## src/rtl/core/ecp_pkg.sv

```systemverilog
`timescale 1ns / 1ps
package ecp_pkg;

    localparam int KIND_COUNT = 10;
    localparam int MECH_COUNT = 9;
    localparam int KW_BYTES   = 19;
    localparam int MECH_BYTES = 16;

    localparam logic [3:0] KIND_UNKNOWN = 4'd0;
    localparam logic [3:0] KIND_SIZE    = 4'd2;
    localparam logic [3:0] KIND_AUTH    = 4'd3;

    localparam logic [7:0] CH_SPACE = 8'h20;
    localparam logic [7:0] CH_LOW_A = 8'h61;
    localparam logic [7:0] CH_LOW_Z = 8'h7A;
    localparam logic [7:0] CH_ZERO  = 8'h30;
    localparam logic [7:0] CH_NINE  = 8'h39;

    localparam logic [4:0] KW_LEN_MAX = 5'd31;
    localparam logic [3:0] TOK_POS_MAX = 4'd15;

    // keyword text, first character in the lowest byte
    localparam logic [0:KIND_COUNT-1][8*KW_BYTES-1:0] KW_TEXT = '{
        "NSD", "EZIS", "HTUA", "SLTTRATS", "EMIMTIB8", "GNIKNUHC", "8FTUPTMS",
        "GNINILEPIP", "EMIMYRANIB", "SEDOCSUTATSDECNAHNE"
    };
    localparam logic [0:KIND_COUNT-1][4:0] KW_LEN = '{
        5'd3, 5'd4, 5'd4, 5'd8, 5'd8, 5'd8, 5'd8, 5'd10, 5'd10, 5'd19
    };

    localparam logic [0:MECH_COUNT-1][8*MECH_BYTES-1:0] MECH_TEXT = '{
        "NIALP", "NIGOL", "5DM-MARC", "5DM-TSEGID", "2HTUAOX",
        "1-AHS-MARCS", "652-AHS-MARCS", "MLTN", "IPASSG"
    };
    localparam logic [0:MECH_COUNT-1][3:0] MECH_LEN = '{
        4'd5, 4'd5, 4'd8, 4'd10, 4'd7, 4'd11, 4'd13, 4'd4, 4'd6
    };

    typedef struct packed {
        logic clr_all;
        logic clr_line;
        logic step;
        logic commit;
    } t_strb;

    typedef struct packed {
        logic       in_params;
        logic [3:0] cur_kind;
        logic [3:0] kind_eff;
    } t_kw_stat;

    function automatic logic [7:0] fold(input logic [7:0] c);
        logic [7:0] r;
        r = c;
        if (c >= CH_LOW_A && c <= CH_LOW_Z) begin
            r = c - 8'd32;
        end
        return r;
    endfunction

    function automatic logic [3:0] kw_classify(input logic [4:0] len,
                                               input logic [8*KW_BYTES-1:0] kw);
        logic [3:0] r;
        r = KIND_UNKNOWN;
        for (int k = KIND_COUNT - 1; k >= 0; k--) begin
            if (len == KW_LEN[k] && kw == KW_TEXT[k]) begin
                r = 4'(k + 1);
            end
        end
        return r;
    endfunction

    // close an AUTH token: lowest surviving mechanism of matching length, else unknown; an empty token sets no bit
    function automatic logic [9:0] tok_finish(input logic [8:0] cand, input logic [3:0] pos);
        logic [9:0] r;
        logic       hit;
        r   = '0;
        hit = 1'b0;
        for (int k = MECH_COUNT - 1; k >= 0; k--) begin
            if (cand[k] && MECH_LEN[k] == pos) begin
                r   = '0;
                r[k] = 1'b1;
                hit = 1'b1;
            end
        end
        if (pos == 4'd0) begin
            r = '0;
        end else if (!hit) begin
            r[9] = 1'b1;
        end
        return r;
    endfunction

endpackage

```

## src/rtl/core/ecp_keyword.sv

```systemverilog
`timescale 1ns / 1ps
module ecp_keyword import ecp_pkg::*; (
    input  logic       i_clk,
    input  logic       i_rst_n,
    input  t_strb      i_strb,
    input  logic [7:0] i_byte,
    output t_kw_stat   o_stat
);

    logic [63:0]     r_f8, n_f8;
    logic [10:0][7:0] r_tail, n_tail;
    logic [4:0]      r_len, n_len;
    logic            r_inp, n_inp;
    logic [3:0]      r_kind, n_kind;
    logic [3:0]      kind_cls;
    logic [7:0]      cf;
    logic [4:0]      tail_off;

    assign cf       = fold(i_byte);
    assign tail_off = r_len - 5'd8;

    always_comb begin
        n_f8   = r_f8;
        n_tail = r_tail;
        n_len  = r_len;
        if (!r_inp && i_byte != CH_SPACE) begin
            if (r_len < 5'd8) begin
                n_f8[{r_len[2:0], 3'b000} +: 8] = cf;
            end else if (r_len < 5'd19) begin
                n_tail[tail_off[3:0]] = cf;
            end
            if (r_len < KW_LEN_MAX) begin
                n_len = r_len + 5'd1;
            end
        end
    end

    assign kind_cls = kw_classify(n_len, {n_tail, n_f8});

    always_comb begin
        n_inp  = r_inp;
        n_kind = r_kind;
        if (!r_inp && i_byte == CH_SPACE) begin
            n_inp  = 1'b1;
            n_kind = kind_cls;
        end
    end

    always_ff @(posedge i_clk) begin
        if (!i_rst_n || i_strb.clr_all || i_strb.clr_line) begin
            r_f8   <= '0;
            r_tail <= '0;
            r_len  <= '0;
            r_inp  <= 1'b0;
            r_kind <= KIND_UNKNOWN;
        end else if (i_strb.step) begin
            r_f8   <= n_f8;
            r_tail <= n_tail;
            r_len  <= n_len;
            r_inp  <= n_inp;
            r_kind <= n_kind;
        end
    end

    assign o_stat.in_params = r_inp;
    assign o_stat.cur_kind  = r_kind;
    assign o_stat.kind_eff  = r_inp ? r_kind : kind_cls;

endmodule

```

## src/rtl/core/ecp_size.sv

```systemverilog
`timescale 1ns / 1ps
module ecp_size import ecp_pkg::*; #(
    parameter int SIZE_BITS = 32
) (
    input  logic                 i_clk,
    input  logic                 i_rst_n,
    input  t_strb                i_strb,
    input  logic [7:0]           i_byte,
    output logic [SIZE_BITS-1:0] o_limit_next,
    output logic                 o_ok_next
);

    typedef enum logic [1:0] {
        PH_SKIP   = 2'd0,
        PH_DIGITS = 2'd1,
        PH_DONE   = 2'd2,
        PH_BAD    = 2'd3
    } t_phase;

    t_phase               r_phase, a_phase;
    logic [SIZE_BITS-1:0] r_acc, a_acc;
    logic [SIZE_BITS-1:0] r_limit, n_limit;
    logic                 r_ok, n_ok;
    logic                 digit;
    logic [3:0]           d;
    logic [SIZE_BITS+3:0] prod;

    assign digit = (i_byte >= CH_ZERO) && (i_byte <= CH_NINE);
    assign d     = 4'(i_byte - CH_ZERO);
    // acc * 10 + d, overflow shows in the top four bits
    assign prod  = ({4'd0, r_acc} << 3) + ({4'd0, r_acc} << 1) + (SIZE_BITS+4)'(d);

    always_comb begin
        a_phase = r_phase;
        a_acc   = r_acc;
        if (i_strb.step) begin
            case (r_phase)
                PH_SKIP: begin
                    if (i_byte != CH_SPACE) begin
                        if (digit) begin
                            a_acc   = SIZE_BITS'(d);
                            a_phase = PH_DIGITS;
                        end else begin
                            a_phase = PH_BAD;
                        end
                    end
                end
                PH_DIGITS: begin
                    if (!digit) begin
                        a_phase = PH_DONE;
                    end else if (prod[SIZE_BITS+3:SIZE_BITS] != 4'd0) begin
                        a_phase = PH_BAD;
                    end else begin
                        a_acc = prod[SIZE_BITS-1:0];
                    end
                end
                default: begin
                    a_phase = r_phase;
                end
            endcase
        end
    end

    always_comb begin
        n_limit = r_limit;
        n_ok    = r_ok;
        if (i_strb.commit) begin
            if (a_phase == PH_DIGITS || a_phase == PH_DONE) begin
                n_limit = a_acc;
                n_ok    = 1'b1;
            end else begin
                n_ok = 1'b0;
            end
        end
    end

    always_ff @(posedge i_clk) begin
        if (!i_rst_n || i_strb.clr_all) begin
            r_phase <= PH_SKIP;
            r_acc   <= '0;
            r_limit <= '0;
            r_ok    <= 1'b0;
        end else if (i_strb.clr_line) begin
            r_phase <= PH_SKIP;
            r_acc   <= '0;
            r_limit <= n_limit;
            r_ok    <= n_ok;
        end else begin
            r_phase <= a_phase;
            r_acc   <= a_acc;
        end
    end

    assign o_limit_next = n_limit;
    assign o_ok_next    = n_ok;

endmodule

```

## src/rtl/core/ecp_auth.sv

```systemverilog
`timescale 1ns / 1ps
module ecp_auth import ecp_pkg::*; (
    input  logic       i_clk,
    input  logic       i_rst_n,
    input  t_strb      i_strb,
    input  logic [7:0] i_byte,
    output logic [9:0] o_mask_next
);

    logic [8:0] r_cand, a_cand;
    logic [3:0] r_pos, a_pos;
    logic [9:0] r_mask, a_mask, n_mask;
    logic [7:0] cf;

    assign cf = fold(i_byte);

    always_comb begin
        a_cand = r_cand;
        a_pos  = r_pos;
        a_mask = r_mask;
        if (i_strb.step) begin
            if (i_byte == CH_SPACE) begin
                a_mask = r_mask | tok_finish(r_cand, r_pos);
                a_cand = '1;
                a_pos  = '0;
            end else begin
                for (int k = 0; k < MECH_COUNT; k++) begin
                    if (r_pos >= MECH_LEN[k] || MECH_TEXT[k][{r_pos, 3'b000} +: 8] != cf) begin
                        a_cand[k] = 1'b0;
                    end
                end
                if (r_pos < TOK_POS_MAX) begin
                    a_pos = r_pos + 4'd1;
                end
            end
        end
    end

    assign n_mask = i_strb.commit ? (a_mask | tok_finish(a_cand, a_pos)) : a_mask;

    always_ff @(posedge i_clk) begin
        if (!i_rst_n || i_strb.clr_all) begin
            r_cand <= '1;
            r_pos  <= '0;
            r_mask <= '0;
        end else if (i_strb.clr_line) begin
            r_cand <= '1;
            r_pos  <= '0;
            r_mask <= n_mask;
        end else begin
            r_cand <= a_cand;
            r_pos  <= a_pos;
            r_mask <= a_mask;
        end
    end

    assign o_mask_next = n_mask;

endmodule

```

## src/rtl/core/ehlo_capability_line_parser.sv

```systemverilog
`timescale 1ns / 1ps
// EHLO capability line parser.
// Input stream: one line byte per beat. s_axis_tdata carries the byte,
// s_axis_tlast marks the last byte of a line, s_axis_tuser high clears all
// capability state (the byte is then ignored and no result follows).
// Output stream: one beat per completed line, carrying the line's kind on
// m_axis_tuser and the accumulated capability summary on m_axis_tdata.
// Each byte is handled in the cycle it is accepted; the result for a line is
// presented from the output register in the cycle after its last byte is accepted.
// Throughput is one byte per cycle while s_axis_tready is high; the keyword fold,
// classify and SIZE multiply-by-ten update are all combinational.
// s_axis_tready drops only while a result sits in the output register and
// m_axis_tready is low; the parser then holds all state until the beat moves.
// Synchronous reset (i_rst_n low) clears every flag, counter and line state
// and empties the output register.
module ehlo_capability_line_parser import ecp_pkg::*; #(
    parameter int MAX_UNKNOWN = 8,
    parameter int SIZE_BITS   = 32
) (
    input  logic        i_clk,
    input  logic        i_rst_n,
    input  logic        s_axis_tvalid,
    output logic        s_axis_tready,
    input  logic [7:0]  s_axis_tdata,  // data_byte
    input  logic [0:0]  s_axis_tuser,  // func
    input  logic        s_axis_tlast,  // line_end
    output logic        m_axis_tvalid,
    input  logic        m_axis_tready,
    // capability_flags[9:0], size_value[41:10], size_valid[42],
    // auth_mechanisms[52:43], unknown_lines[56:53], unknown_overflow[64:57]
    output logic [71:0] m_axis_tdata,
    output logic [3:0]  m_axis_tuser   // line_kind
);

    localparam int UW = $clog2(MAX_UNKNOWN + 1);

    logic                 acc, byte_acc, line_acc;
    t_strb                kw_strb, sz_strb, au_strb;
    t_kw_stat             kw_stat;
    logic [SIZE_BITS-1:0] limit_next;
    logic                 ok_next;
    logic [9:0]           mask_next;
    logic [9:0]           r_flags, n_flags;
    logic [UW-1:0]        r_unk, n_unk;
    logic [7:0]           r_ovf, n_ovf;
    logic                 r_m_valid;
    logic [71:0]          r_m_data;
    logic [3:0]           r_m_kind;
    logic [63:0]          limit_ext;
    logic [UW+3:0]        unk_ext;

    assign s_axis_tready = !r_m_valid || m_axis_tready;
    assign acc           = s_axis_tvalid && s_axis_tready;
    assign byte_acc      = acc && !s_axis_tuser[0];
    assign line_acc      = byte_acc && s_axis_tlast;

    assign kw_strb = '{clr_all: acc && s_axis_tuser[0], clr_line: line_acc,
                       step: byte_acc, commit: 1'b0};
    assign sz_strb = '{clr_all: acc && s_axis_tuser[0], clr_line: line_acc,
                       step: byte_acc && kw_stat.in_params && kw_stat.cur_kind == KIND_SIZE,
                       commit: line_acc && kw_stat.kind_eff == KIND_SIZE};
    assign au_strb = '{clr_all: acc && s_axis_tuser[0], clr_line: line_acc,
                       step: byte_acc && kw_stat.in_params && kw_stat.cur_kind == KIND_AUTH,
                       commit: line_acc && kw_stat.kind_eff == KIND_AUTH};

    ecp_keyword u_kw (
        .i_clk   (i_clk),
        .i_rst_n (i_rst_n),
        .i_strb  (kw_strb),
        .i_byte  (s_axis_tdata),
        .o_stat  (kw_stat)
    );

    ecp_size #(.SIZE_BITS(SIZE_BITS)) u_size (
        .i_clk        (i_clk),
        .i_rst_n      (i_rst_n),
        .i_strb       (sz_strb),
        .i_byte       (s_axis_tdata),
        .o_limit_next (limit_next),
        .o_ok_next    (ok_next)
    );

    ecp_auth u_auth (
        .i_clk       (i_clk),
        .i_rst_n     (i_rst_n),
        .i_strb      (au_strb),
        .i_byte      (s_axis_tdata),
        .o_mask_next (mask_next)
    );

    always_comb begin
        n_flags = r_flags;
        n_unk   = r_unk;
        n_ovf   = r_ovf;
        if (kw_stat.kind_eff != KIND_UNKNOWN) begin
            for (int k = 1; k <= KIND_COUNT; k++) begin
                if (kw_stat.kind_eff == 4'(k)) begin
                    n_flags[k-1] = 1'b1;
                end
            end
        end else if (r_unk >= UW'(MAX_UNKNOWN)) begin
            if (r_ovf != 8'hFF) begin
                n_ovf = r_ovf + 8'd1;
            end
        end else begin
            n_unk = r_unk + UW'(1);
        end
    end

    assign limit_ext = 64'(limit_next);
    assign unk_ext   = (UW+4)'(n_unk);

    always_ff @(posedge i_clk) begin
        if (!i_rst_n || (acc && s_axis_tuser[0])) begin
            r_flags <= '0;
            r_unk   <= '0;
            r_ovf   <= '0;
        end else if (line_acc) begin
            r_flags <= n_flags;
            r_unk   <= n_unk;
            r_ovf   <= n_ovf;
        end
    end

    always_ff @(posedge i_clk) begin
        if (!i_rst_n) begin
            r_m_valid <= 1'b0;
        end else if (line_acc) begin
            r_m_valid <= 1'b1;
        end else if (m_axis_tready) begin
            r_m_valid <= 1'b0;
        end
    end

    // payload register, loaded only when a line completes
    always_ff @(posedge i_clk) begin
        if (line_acc) begin
            r_m_kind <= kw_stat.kind_eff;
            r_m_data <= {7'd0, n_ovf, unk_ext[3:0], mask_next, ok_next,
                         limit_ext[31:0], n_flags};
        end
    end

    assign m_axis_tvalid = r_m_valid;
    assign m_axis_tdata  = r_m_data;
    assign m_axis_tuser  = r_m_kind;

endmodule

```

## config.mk

```make
export PLATFORM = sky130hd
export DESIGN_NAME = ehlo_capability_line_parser
export DESIGN_NICKNAME = d
export VERILOG_FILES = /design/src/rtl/core/ecp_pkg.sv /design/src/rtl/core/ecp_keyword.sv /design/src/rtl/core/ecp_size.sv /design/src/rtl/core/ecp_auth.sv /design/src/rtl/core/ehlo_capability_line_parser.sv
export SDC_FILE = /design/constraint.sdc
export NUM_CORES = 1
export LEC_CHECK = 0
export ABC_AREA = 1
export ABC_CLOCK_PERIOD_IN_PS = 6400
export BUFFER_PORTS_ARGS = -buffer_cell sky130_fd_sc_hd__buf_4
export CELL_PAD_IN_SITES_DETAIL_PLACEMENT = 0
export CELL_PAD_IN_SITES_GLOBAL_PLACEMENT = 1
export CORE_MARGIN = 5
export CORE_UTILIZATION = 25
export CTS_CLUSTER_DIAMETER = 200
export CTS_CLUSTER_SIZE = 25
export DETAILED_ROUTE_END_ITERATION = 12
export GPL_TIMING_DRIVEN = 0
export PLACE_DENSITY = 0.49
export SYNTH_ARGS = -nofsm -noshare
export SYNTH_HDL_FRONTEND = slang
export SYNTH_HIERARCHICAL = 1
export SYNTH_SLANG_ARGS = --single-unit
```

## constraint.sdc

```tcl
create_clock -name i_clk -period 6.4 [get_ports i_clk]
set_clock_uncertainty 0.05 [all_clocks]
set_input_delay 0.96 -clock i_clk [delete_from_list [all_inputs] [get_ports i_clk]]
set_output_delay 0.96 -clock i_clk [all_outputs]
set_load 0.05 [all_outputs]
```

==> reports/qor.yml, run 1 <==
setup_path:
  arrival_ns: 6.50
  cp_common_cell: "nand2_1"
  cp_max_fo: 10
  crit_family: "simple AND/OR/NAND/NOR gates"
  critPathBufInv: 7
  path_class: "in -> reg"
  critPathMaxStageDelay_ns: 0.97
  slowest_stage: "clkbuf_1"
  crit_path_end_kind: "flop"
  critPathRequiredTime_ns: 6.79
  critPathLaunchType: "input pin"
hold_path:
  hp-class: "reg -> reg"
layout:
  fill_cells: 11180
  layout_commonest_cell: "nand2_1"
  area_delta_synth_final_pct: 11.36
  layout_common_cells: "nand2_1, inv_1, nor2_1, nand3_1, dfxtp_1"
  fin_area_sq_um: 27410
  fin_cells: 5372
  final_nets: 4181
  drive_gt1_share_pct: 8.472
  final_core_util_pct: 27.97
job:
  maxCapViolCount: 0
grt:
  first_global_vias: 23880
  grt_usage_pct: 19.51
  overflow: 0
  grt_max_degree: 67
  antenna_found_initial: 3
  grt_pass1_wl_microns: 155300
timing:
  setup_violations: 0
  fmax_mhz: 163.7
  finalHoldWorstSlack_ns: 0.4095
  hold_viol: 0
  worst_slew_pin_slew_ns: 1.312
  period_share_pct: 95.45
  period_needed_ns: 6.109
  drv_slew: 0
  max_slew_margin_pct: 12.53
  rsz0062_at_grt: "false"
route:
  wire_per_inst_microns: 19.58
  drc_errors: 0
  postRouteAntennaNets: 0
  post_drt_via_cell_ratio: 4.600
  drt_first_iter_violations: 1691
  wl_microns: 105200
  vias: 24710
  firstDrtPassIters: 6
placement:
  dp_hpwl_microns: 81410
  place_area_sq_um: 26900
  dpl.cell_count: 5345
  gp_congestion: 0.8970
  port_buffers: 84
die:
  core_area_sq_um: 97990
  die_area_sq_um: 104800
  rows: 115
  die_w_microns: 323.8
  ios: 92
  start_util_pct: 25.12
  die_h_microns: 323.8
synth:
  synth_area_per_cell_sq_um: 6.204
  synthAdderAreaFrac_pct: 4.637
  yosys_warnings: 6
  synth-seq-cells: 344
  synth_compound_area_share_pct: 11.73
  synth-simple-area-share_pct: 39.23
  synth_area_sq_um: 24610
  synthMuxAreaShare_pct: 0
  synth_top_family_by_area: "simple AND/OR/NAND/NOR gates"
  synth_cells: 3967
  synth.distinct_cells: 61
  synth-seq-area-share_pct: 30.79
  synth_xor_area_share_pct: 1.464
clock_network:
  cts.sinks: 344
  clk_pin_slew_worst_paths_ns: 0.10
  cts_tree: "yes"
  cts_buffers: 17
  cts_root_buf: "clkbuf_16"
  clockBufferDepth: 3
  worstSkewPairLatency_ns: 0.59
  hold_buffers: 0
  htree_levels: 1
pwr:
  vdd_ir_drop_max_mv: 0.1275
  power.switching_uw: 1430
  p_leak_uw: 0.01409
  seqPwrFrac_pct: 52.2
  combPwrFrac_pct: 17.7
  switching_share_pct: 32.61
  internal_power_uw: 2956
  clkPwrFrac_pct: 30.1
  power_density_nw_per_um2: 160.0
  p_total_uw: 4386
outcome:
  status: "completed"
cell usage after synthesis (all sizes together):
| library cell | count | share of area, % |
|---|---|---|
| dfxtp | 275 | 22 |
| a22oi | 1 | 0.031 |
| or2 | 3 | 0.076 |
| nand4 | 61 | 1.6 |
| nand3 | 316 | 6.7 |
| inv | 545 | 8.3 |
| ha | 88 | 4.5 |
| a21oi | 179 | 3.7 |
| o21ai | 258 | 5.4 |
| nor3 | 50 | 1.1 |
| nor4 | 1 | 0.025 |
| fa | 2 | 0.16 |
| buf | 86 | 2.5 |
| a21o | 2 | 0.061 |
| xnor2 | 12 | 0.43 |
| and2 | 1 | 0.025 |
| nor3b | 2 | 0.081 |
| o211ai | 48 | 1.5 |
| and3 | 8 | 0.20 |
| clkinv | 7 | 0.11 |
| nand2b | 1 | 0.025 |
| edfxtp | 69 | 8.4 |
| a21boi | 3 | 0.092 |
| xor2 | 27 | 1.0 |
| clkbuf | 80 | 1.2 |
| nand3b | 7 | 0.21 |
| o211a | 8 | 0.33 |
| o21a | 9 | 0.27 |
| conb | 1 | 0.015 |
| o21bai | 8 | 0.24 |
| nand2 | 1335 | 21 |
| a31oi | 5 | 0.15 |
| nor2 | 469 | 7.9 |
metrics by stage:
stage	setup TNS, ns	setup slack (ns)
4_1_cts	0	0.08074
6_report	0	0.2914
2_1_floorplan	0	1.974
3_3_place_gp	-81.38	-1.715
3_5_place_dp	-71.48	-1.613
5_1_grt	0	0.01763
flip-flops by register name, indices dropped and copies added, names as in the netlist:
signal / count
m_axis_tdata: 65
r_ovf: 8
u_kw/r_len: 5
u_size/r_ok: 1
u_kw/r_f8: 64
m_axis_tuser: 4
u_auth/r_mask: 10
u_kw/r_inp: 1
u_auth/r_pos: 4
u_kw/r_tail: 88
u_auth/r_cand: 9
u_size/r_phase: 2
u_size/r_acc: 32
m_axis_tvalid: 1
u_kw/r_kind: 4
r_flags: 10
r_unk: 4
u_size/r_limit: 32
routing by layer:
metal	track usage [%]	vias up	wire length, microns
met1	27.52	11360	50570
met4	4.708	2	2676
met3	2.096	104	4340
met2	32.13	480	47570
met5	0	-	13
li1	-	12760	-
logic make-up after synthesis:
| logic type | count (synthesis) |
|---|---|
| buffers and inverters | 718 |
| AO/OA/AOI/OAI | 521 |
| AND/OR/NAND/NOR | 2254 |
| adder cells (fa/ha/maj) | 90 |
| flip-flops | 344 |
| other | 1 |
| XOR/XNOR | 39 |
path summary, 6_finish.rpt:
| kind | from | endpoint | slack (ns) | cells after the start |
|---|---|---|---|---|
| min | u_size/r_limit[4] | u_size/r_limit[4] | 0.41 | 2 |
| max reg2reg | u_kw/r_len[0] | m_axis_tdata[52] | 0.39 | 28 |
| min reg2reg | u_size/r_limit[4] | u_size/r_limit[4] | 0.41 | 2 |
| max | s_axis_tdata[3] | m_axis_tdata[52] | 0.29 | 28 |
tightest hold or removal path, delay by kind of cell, from the launching register on:
kind / cells / cell delay (ns)
simple gates: 2 / 0.11
flops: 1 / 0.32
what timing repair did:
action,CTS,global route
pin swaps,0,0
resized for setup,6,7
setup buffers,0,0
setup endpoints to repair,57,69
power by group through the flow:
stage | registers [uW] | logic, uW | clock network [uW]
after detailed placement | 2340 | 775 | 0
after CTS | 2290 | 778 | 1410
after global routing | 2300 | 856 | 1460
after floorplan | 2360 | 454 | 0
after global placement | 2340 | 776 | 0
final | 2290 | 777 | 1320
cell type report:
type                            instances  area [sq um]  share of cell area [%]
Inverter                              552          2081                   7.592
Timing Repair Buffer                   85         658.1                   2.401
Tap cell                             1287          1610                   5.876
Antenna cell                            1         2.502                0.009131
Clock inverter                          2         10.01                 0.03652
Buffer                                166         918.4                   3.351
Sequential cell                       344          7577                   27.65
Multi-Input combinational cell       2911         14100                   51.44
Clock buffer                           24         451.7                   1.648
(Power assumes the default switching activity.)
==> run 2, diff against run 1 <==
--- a/config.mk
+++ b/config.mk
@@ -17,6 +17,7 @@
 export DETAILED_ROUTE_END_ITERATION = 12
 export GPL_TIMING_DRIVEN = 0
 export PLACE_DENSITY = 0.49
+export RECOVER_POWER = 100
 export SYNTH_ARGS = -nofsm -noshare
 export SYNTH_HDL_FRONTEND = slang
 export SYNTH_HIERARCHICAL = 1
==> run 2 against run 1 <==
Hold slack barely moved. Total power fell by 0.13%. Clock power barely moved. Sequential power barely moved. Combinational power fell by 0.9%. Die area did not move. Clock-buffer cell count did not move. Sequential share of layout area rose by 0.46 points. Flip-flop and latch count did not move. Critical path type unchanged. Highest routed layer unchanged.
==> reports/qor.yml, run 2 (synthesis gave the netlist of run 1 again) <==
setup_path:
  crit_path_end_kind: "flop"  # unchanged
  crit_cells: 28  # unchanged
  arrival_ns: 6.45  # was 6.50 ns
  reg2reg_depth: 28  # unchanged
  critPathRequiredTime_ns: 6.80  # was 6.79 ns
  crit_family: "simple AND/OR/NAND/NOR gates"  # unchanged
  path_class: "in -> reg"  # unchanged
  cp_common_cell: "nand2_1"  # unchanged
  slowest_stage: "o21ai_0"  # was clkbuf_1
  critPathBufInv: 6  # was 7
  critPathMaxStageDelay_ns: 0.44  # was 0.97 ns
  critPathLaunchType: "input pin"  # unchanged
  cp_max_fo: 10  # unchanged
route:
  postRouteAntennaNets: 0  # unchanged
  wire_per_inst_microns: 19.61  # was 19.58 microns
  post_drt_via_cell_ratio: 4.600  # about the same
  drc_errors: 0  # unchanged
  wl_microns: 105300  # was 105200 microns
  firstDrtPassIters: 6  # unchanged
  drt_first_iter_violations: 1669  # was 1691
  vias: 24700  # was 24710
die:
  ios: 92  # unchanged
  rows: 115  # unchanged
  die_w_microns: 323.8  # unchanged
  start_util_pct: 25.12  # unchanged
  die_h_microns: 323.8  # unchanged
  core_area_sq_um: 97990  # unchanged
  die_area_sq_um: 104800  # unchanged
layout:
  area_delta_synth_final_pct: 9.522  # was 11.36%
  top_register: "u_kw/r_tail"  # unchanged
  n_antenna_cell: 0  # was 1
  layout_common_cells: "nand2_1, inv_1, nor2_1, nand3_1, dfxtp_1"  # unchanged
  final_nets: 4181  # unchanged
  final_core_util_pct: 27.51  # was 27.97%
  largest_reg_flops: 88  # unchanged
  layout_commonest_cell: "nand2_1"  # unchanged
  drive_gt1_share_pct: 5.509  # was 8.472%
placement:
  dp_hpwl_microns: 81410  # unchanged
  gp_congestion: 0.8970  # unchanged
  port_buffers: 84  # unchanged
clock_network:
  worstSkewPairLatency_ns: 0.59  # about the same
  htree_levels: 1  # unchanged
  cts_root_buf: "clkbuf_16"  # unchanged
  clockBufferDepth: 3  # unchanged
  clk_pin_slew_worst_paths_ns: 0.10  # about the same
  hold_buffers: 0  # unchanged
  cts_tree: "yes"  # unchanged
  post_cts_buffers: 0  # unchanged
  cts_buffers: 17  # unchanged
  cts.sinks: 344  # unchanged
timing:
  period_needed_ns: 6.054  # was 6.109 ns
  fmax_mhz: 165.2  # was 163.7 MHz
  period_share_pct: 94.59  # was 95.45%
  finalHoldWorstSlack_ns: 0.4095  # about the same
  worst_slew_pin_slew_ns: 1.255  # was 1.312 ns
  setup_violations: 0  # unchanged
  hold_viol: 0  # unchanged
  rsz0062_at_grt: "false"  # unchanged
  max_slew_margin_pct: 16.34  # was 12.53%
  drv_slew: 0  # unchanged
pwr:
  internal_power_uw: 2949  # was 2956 uW
  vdd_ir_drop_max_mv: 0.1282  # was 0.1275 mV
  combPwrFrac_pct: 17.6  # was 17.7%
  clkPwrFrac_pct: 30.1  # about the same
  seqPwrFrac_pct: 52.3  # was 52.2%
  switching_share_pct: 32.68  # was 32.61%
  power.switching_uw: 1431  # was 1430 uW
  power_density_nw_per_um2: 162.5  # was 160.0 nW/um^2
  p_leak_uw: 0.01378  # was 0.01409 uW
grt:
  grt_max_degree: 67  # unchanged
  grt_pass1_wl_microns: 155300  # unchanged
  antenna_found_initial: 3  # unchanged
  overflow: 0  # unchanged
  grt_usage_pct: 19.51  # unchanged
  first_global_vias: 23880  # unchanged
hold_path:
  whs_path_depth: 2  # unchanged
  hp-class: "reg -> reg"  # unchanged
job:
  maxCapViolCount: 0  # unchanged
outcome:
  status: "completed"  # unchanged
==> run 2: stage by stage <==
| stage | worst slack [ns] | total power (uW) | instances | TNS (ns) | instance area, sq um |
|---|---|---|---|---|---|
| floorplan | 1.974 | 2812 | 3973 | 0 | 24630 |
| global placement | -1.715 | 3116 | 5344 | -81.38 | 26870 |
| detailed placement | -1.613 | 3114 | 5345 | -71.48 | 26900 |
| CTS | 0.08074 | 4481 | 5371 | 0 | 27380 |
| global route | 0.01498 | 4611 | 5371 | 0 | 26950 |
| finish | 0.3464 | 4380 | 5371 | 0 | 26950 |
==> run 2: final timing paths <==
path / startpoint / end / slack (ns)
worst max-delay path: s_axis_tdata[4] / m_axis_tdata[52] / 0.35
worst min-delay path: u_size/r_limit[4] / u_size/r_limit[4] / 0.41
worst max register to register: u_kw/r_len[0] / m_axis_tdata[52] / 0.42
worst min register to register: u_size/r_limit[4] / u_size/r_limit[4] / 0.41
==> run 2: cell type report <==
type	instances	area, sq um
flip-flops and latches	344	7577
repair buffers	85	391.6
clock buffers	24	451.7
inverters	552	2081
fillers	11280	71030
well taps	1287	1610
plain buffers	166	887.1
clock inverters	2	10.01
multi-input cells	2911	13950
==> run 2: worst register-to-register path, delay by kind of cell, from the launching register on <==
kind                       cells  cell delay (ns)
adders and majority gates      2             0.47
buffers and inverters          3             0.44
and+or+nand+nor               20             3.45
DFF                            1             0.49
AOI/OAI and AO/OA              3             0.92
==> run 2: what timing repair did <==
action | in CTS | in global routing
endpoints found under the setup margin | 57 | 69
hold endpoints to repair | 0 | 0
gates resized for setup | 6 | 7
gates cloned | 0 | 0
==> run 2: layer usage <==
layer	track usage (%)	wire length (microns)	up-vias
li1	-	-	12760
met1	27.52	50690	11370
met2	32.13	47540	464
met3	2.096	4388	106
met4	4.708	2700	2
met5	0	13	-
==> run 2: power by group through the flow <==
stage	clock network (uW)	logic (uW)	registers, uW
after CTS	1410	778	2290
after global routing	1460	849	2300
after detailed placement	0	775	2340
final	1320	770	2290
after floorplan	0	454	2360
after global placement	0	776	2340
